$ cat src/hw/rtl/cpbf_pkg.sv
package cpbf_pkg;

   typedef struct packed {
      logic signed [15:0] coord_x;
      logic signed [15:0] coord_y;
      logic signed [15:0] coord_z;
      logic               last_point;
   } req_type;

   typedef struct packed {
      logic               found;
      logic               overflowed;
      logic [33:0]        dist_squared;
      logic [16:0]        distance;
      logic [7:0]         index_first;
      logic [7:0]         index_second;
      logic signed [15:0] first_x;
      logic signed [15:0] first_y;
      logic signed [15:0] first_z;
      logic signed [15:0] second_x;
      logic signed [15:0] second_y;
      logic signed [15:0] second_z;
   } rsp_type;

   localparam int unsigned CoordW = 16;
   localparam int unsigned DistW  = 34;
   localparam int unsigned RootW  = 17;

   // One stored point, all three axes as loaded.
   typedef struct packed {
      logic signed [CoordW-1:0] x;
      logic signed [CoordW-1:0] y;
      logic signed [CoordW-1:0] z;
   } point_type;

   // Running best pair, updated from the end of the chain of compare cells.
   typedef struct packed {
      logic             have;
      logic [DistW-1:0] best;
      logic [11:0]      bi;
      logic [11:0]      bj;
   } best_type;

endpackage

$ cat src/hw/rtl/cpbf_sqrt.sv
// Bit-pair restoring square root, one result bit per cycle.
module cpbf_sqrt (
   input  logic                        clock,
   input  logic                        reset,
   input  logic                        start,
   input  logic [cpbf_pkg::DistW-1:0]  radicand,
   output logic                        done,
   output logic [cpbf_pkg::RootW-1:0]  root
);
   import cpbf_pkg::*;

   localparam int unsigned RemW = RootW + 2;

   logic [DistW-1:0] n_ff, n_in;
   logic [RemW-1:0]  rem_ff, rem_in;
   logic [RootW-1:0] res_ff, res_in;
   logic [4:0]       step_ff, step_in;
   logic             busy_ff, busy_in;
   logic [RemW-1:0]  trial;

   always_comb begin
      n_in    = n_ff;
      rem_in  = rem_ff;
      res_in  = res_ff;
      step_in = step_ff;
      busy_in = busy_ff;
      trial   = '0;
      if (start) begin
         n_in    = radicand;
         rem_in  = '0;
         res_in  = '0;
         step_in = 5'(RootW);
         busy_in = 1'b1;
      end else if (busy_ff) begin
         rem_in = {rem_ff[RemW-3:0], n_ff[DistW-1 -: 2]};
         n_in   = {n_ff[DistW-3:0], 2'b00};
         trial  = {res_ff, 2'b01};
         if (rem_in >= trial) begin
            rem_in = rem_in - trial;
            res_in = {res_ff[RootW-2:0], 1'b1};
         end else begin
            res_in = {res_ff[RootW-2:0], 1'b0};
         end
         step_in = step_ff - 5'd1;
         busy_in = step_ff != 5'd1;
      end
   end

   always_ff @(posedge clock) begin
      if (reset) begin
         busy_ff <= 1'b0;
      end else begin
         busy_ff <= busy_in;
      end
      n_ff    <= n_in;
      rem_ff  <= rem_in;
      res_ff  <= res_in;
      step_ff <= step_in;
   end

   assign done = busy_ff && step_ff == 5'd1;
   assign root = res_in;
endmodule

$ cat config.mk
export PLATFORM = sky130hd
export DESIGN_NAME = cpbf_sqrt
export DESIGN_NICKNAME = d
export VERILOG_FILES = /design/src/hw/rtl/cpbf_pkg.sv /design/src/hw/rtl/cpbf_sqrt.sv
export SDC_FILE = /design/constraint.sdc
export NUM_CORES = 1
export LEC_CHECK = 0
export BUFFER_PORTS_ARGS = -buffer_cell sky130_fd_sc_hd__buf_2
export CORE_ASPECT_RATIO = 0.75
export CORE_MARGIN = 2
export CORE_UTILIZATION = 40
export CTS_CLUSTER_SIZE = 25
export DETAILED_ROUTE_END_ITERATION = 7
export GPL_TIMING_DRIVEN = 0
export PLACE_DENSITY = 0.61
export SLEW_MARGIN = 20
export SYNTH_ARGS = -nofsm -noshare
export SYNTH_HDL_FRONTEND = slang
export SYNTH_SLANG_ARGS = --single-unit
$ cat constraint.sdc
create_clock -name clock -period 2.89 [get_ports clock]
set_input_delay 0.578 -clock clock [delete_from_list [all_inputs] [get_ports clock]]
set_output_delay 0.578 -clock clock [all_outputs]
set_load 0.02 [all_outputs]
==> qor.csv <==
stage;metric;value;unit
global_routing;largest net degree at the start of global routing;35;
synthesis;Post-synth ARST share;0;
routing;Detail Route Antenna Nets;0;
status;outcome;complete, no violations;
floorplan;die boundary width;120;um
synthesis;largest family of logic cells by synthesized area;multiplexers;
critical_path;Slowest Stage Delay on Critical Path;0.37;ns
pwr;PwrDens;1070;nW/um2
sta;fin crit share;0.994;
floorplan;height of the chip;91.2;um
global_routing;first-pass GRT wire length;16500;um
pwr;post-layout power;5520;uW
routing;detailed-route via count;3235;
synthesis;synthesized flop and latch total;74;
placement;final RePlAce weighted congestion;0.908;
placement;count of input and output buffers;53;
cells_and_area;total area of multi-input combinational cells;2250;um2
placement;worst setup timing slack at the placement stage;-0.133;ns
synthesis;simple-gate area share of the yosys netlist;0.109;
clocking;clock buffer count from CTS;9;
routing;drt total wl;10100;um
run;maxcap violations;0;
synthesis;mux cell area share after synthesis;0.156;
synthesis;synthesized netlist net count;447;
synthesis;Post-Syn Area;4050;um2
pwr;Leak;0.00210;uW
placement;detailed placement HPWL;7100;um
routing;average wire length per cell after detail routing;16.7;um
synthesis;count of mapped cells out of synthesis;389;
floorplan;overall die area;11000;um2
placement;cell area reported after detailed placement;4480;um2
critical_path;nature of the critical path startpoint;flop;
sta;transition at the pin with the smallest max-transition slack;0.770;ns
synthesis;Synth Area in XOR/XNOR;0.0346;
floorplan;number of placement rows;31;
synthesis;Yosys warnings;0;
pwr;Comb pwr share;0.553;
global_routing;all-layer global routing usage;0.193;
synthesis;Mapped Avg Cell Area;10.4;um2
sta;maximum clock frequency;0.348;GHz
sta;Rel. slew slack;0.484;
placement;Placed Cells;574;
cells_and_area;final std cells w/o fill;607;
clocking;buffers from clock root to sink, at most;2;
sta;shortest period the worst path allows;2.87;ns
synthesis;share of synthesized cell area in full adder, half adder and majority cells;0.0648;
sta;Fin Clk Skew;0.00617;ns
pwr;relative contribution of sequential cells to total power;0.250;
critical_path;Crit Path Class;flop to output pin;
cells_and_area;storage element area;1840;um2
synthesis;number of distinct library cells after synthesis;53;
clocking;register clock-pin slew on the reported worst setup and hold paths;0.05;ns
cells_and_area;ratio of cells with drive above 1 in the final layout;0.345;
pwr;Max VDD drop;0.649;mV
synthesis;compound-gate portion of the synthesized area;0.142;
routing;Detailed Route Iter0 Violations;197;
sta;final count of pins violating max slew;0;
clocking;clock tree from TritonCTS;yes;
cells_and_area;post-synthesis to final-layout area growth;26.9;%
global_routing;leftover overflow at the end of global routing;0;
sta;final setup slack of the worst path;0.0178;ns
floorplan;core region area;9770;um2
pwr;switching share of total power;0.387;
critical_path;cell with the biggest individual delay on the critical path;dfxtp_1;
critical_path;Critical Path Sink Type;output pin;
routing;DRC violations left;0;
cells_and_area;fillcell total;893;
cells_and_area;count of nets after finishing;528;
sta;RSZ-0062 raised after global routing;yes;
synthesis;number of enable flip-flop cells after synthesis;34;
clocking;number of clock sinks seen by CTS;74;
critical_path;worst path arrival time;2.29;ns
sta;Fin. Hold Viols;0;
min_path;type of the most critical hold path;input pin to flop;
pwr;clock power share;0.197;
critical_path;critical path peak fanout;5;
routing;per-cell via count in the routed design;5.33;
synthesis;sequential area share after synthesis;0.449;
cells_and_area;final instance area;5140;um2
critical_path;series of cell instances along the critical path;inv_2, ha_4, nand4_4, nor4_4, o22ai_2, o211ai_2, buf_6, nor2_2, a211oi_2, buf_4;
floorplan;Ports;55;
global_routing;number of global-route vias before repair;3203;
synthesis;dominant synthesized flop cell;dfxtp_1;
clocking;clock latency on the worst-skew pair;0.33;ns
global_routing;initial antenna violation count;0;
sta;Hold Worst Slack;0.399;ns
sta;final setup violation count;0;
pwr;switching pwr;2140;uW
critical_path;worst endpoint required time;2.31;ns
pwr;Pint;3380;uW
clocking;H-tree depth;3;
floorplan;Starting Density;0.415;
routing;first drt pass iteration count;6;
clocking;Root Driver;clkbuf_16;
cells_and_area;n_diodes;0;
## registers in the layout (all words and copies together) (netlist names)
register	count
busy_ff	1
n_ff	34
rem_ff	17
res_ff	17
step_ff	5
## Yosys cell counts (all sizes together), types with 9 or more instances
cell / instances / area share
dfxtp: 40 / 0.20
edfxtp: 34 / 0.25
a21oi: 21 / 0.027
xnor2: 12 / 0.026
a211oi: 13 / 0.024
inv: 26 / 0.024
nand2: 22 / 0.020
o21ai: 15 / 0.019
ha: 21 / 0.065
mux2: 32 / 0.089
mux2i: 27 / 0.067
a21o: 9 / 0.017
nor2: 42 / 0.039
clkbuf: 12 / 0.011
## worst paths after layout
path | start | to | slack [ns] | cells past startpoint
worst min-delay path | reset | busy_ff | 0.40 | 2
worst max-delay path | res_ff[6] | root[0] | 0.02 | 10
worst max register to register | res_ff[6] | rem_ff[10] | 0.42 | 11
worst min register to register | rem_ff[15] | rem_ff[15] | 0.47 | 2
## cells in the final DEF, fill, tap and decap left out, drive strengths merged, types with 12 or more instances in the layout
| cell type | netlist | final |
|---|---|---|
| a211oi | 13 | 13 |
| a21oi | 21 | 21 |
| buf | 6 | 75 |
| clkbuf | 12 | 24 |
| dfxtp | 40 | 40 |
| edfxtp | 34 | 34 |
| ha | 21 | 21 |
| inv | 26 | 26 |
| mux2 | 32 | 32 |
| mux2i | 27 | 27 |
| nand2 | 22 | 22 |
| nor2 | 42 | 42 |
| o21ai | 15 | 15 |
| xnor2 | 12 | 12 |
## critical path, delay by kind of cell, from the launching register on
kind                     cells  cell delay, ns
AO/OA/AOI/OAI                3            0.40
flip-flops                   1            0.37
adder cells (fa/ha/maj)      1            0.30
buffers and inverters        3            0.40
AND/OR/NAND/NOR              3            0.48
## metal layers
layer,up-vias,GRT usage,wire (um)
li1,1576,-,-
met1,1555,0.276,5040
met2,91,0.299,4510
met3,13,0.0327,460
met4,0,0.0543,121
met5,-,0,0
## per-stage QoR
step,TNS (ns),util
after floorplan,0,-
after global placement,-0.104,0.459
after detailed placement,-0.133,0.459
after CTS,-0.0954,0.512
after global routing,-0.115,0.526
final,0,0.526
## kinds of logic after synthesis
| group | after synthesis |
|---|---|
| AO/OA/AOI/OAI | 84 |
| XOR/XNOR | 16 |
| adder cells (fa/ha/maj) | 21 |
| buffers and inverters | 44 |
| flip-flops | 74 |
| multiplexers | 59 |
| AND/OR/NAND/NOR | 91 |
## final cells by class
class / instances / area share
clock inverters: 5 / 0.0107
well taps: 132 / 0.0321
multi-input cells: 271 / 0.438
clock buffers: 11 / 0.0452
plain buffers: 17 / 0.0192
repair buffers: 71 / 0.0783
flip-flops and latches: 74 / 0.357
inverters: 26 / 0.0195
## power groups by stage
stage / logic [uW] / clock network (uW) / registers [uW]
3_5_place_dp: 2450 / 0 / 1370
6_report: 3050 / 1090 / 1380
5_1_grt: 3300 / 1160 / 1390
3_3_place_gp: 2410 / 0 / 1370
4_1_cts: 2780 / 1110 / 1370
2_1_floorplan: 1960 / 0 / 1340
## repair_timing
item	in CTS	in global routing
hold buffers	0	0
pin swaps	10	11
endpoints found under the setup margin	1	8
buffers inserted	9	9
endpoints found under the hold margin	0	0
resized for setup	35	21
(Power assumes the default switching activity.)
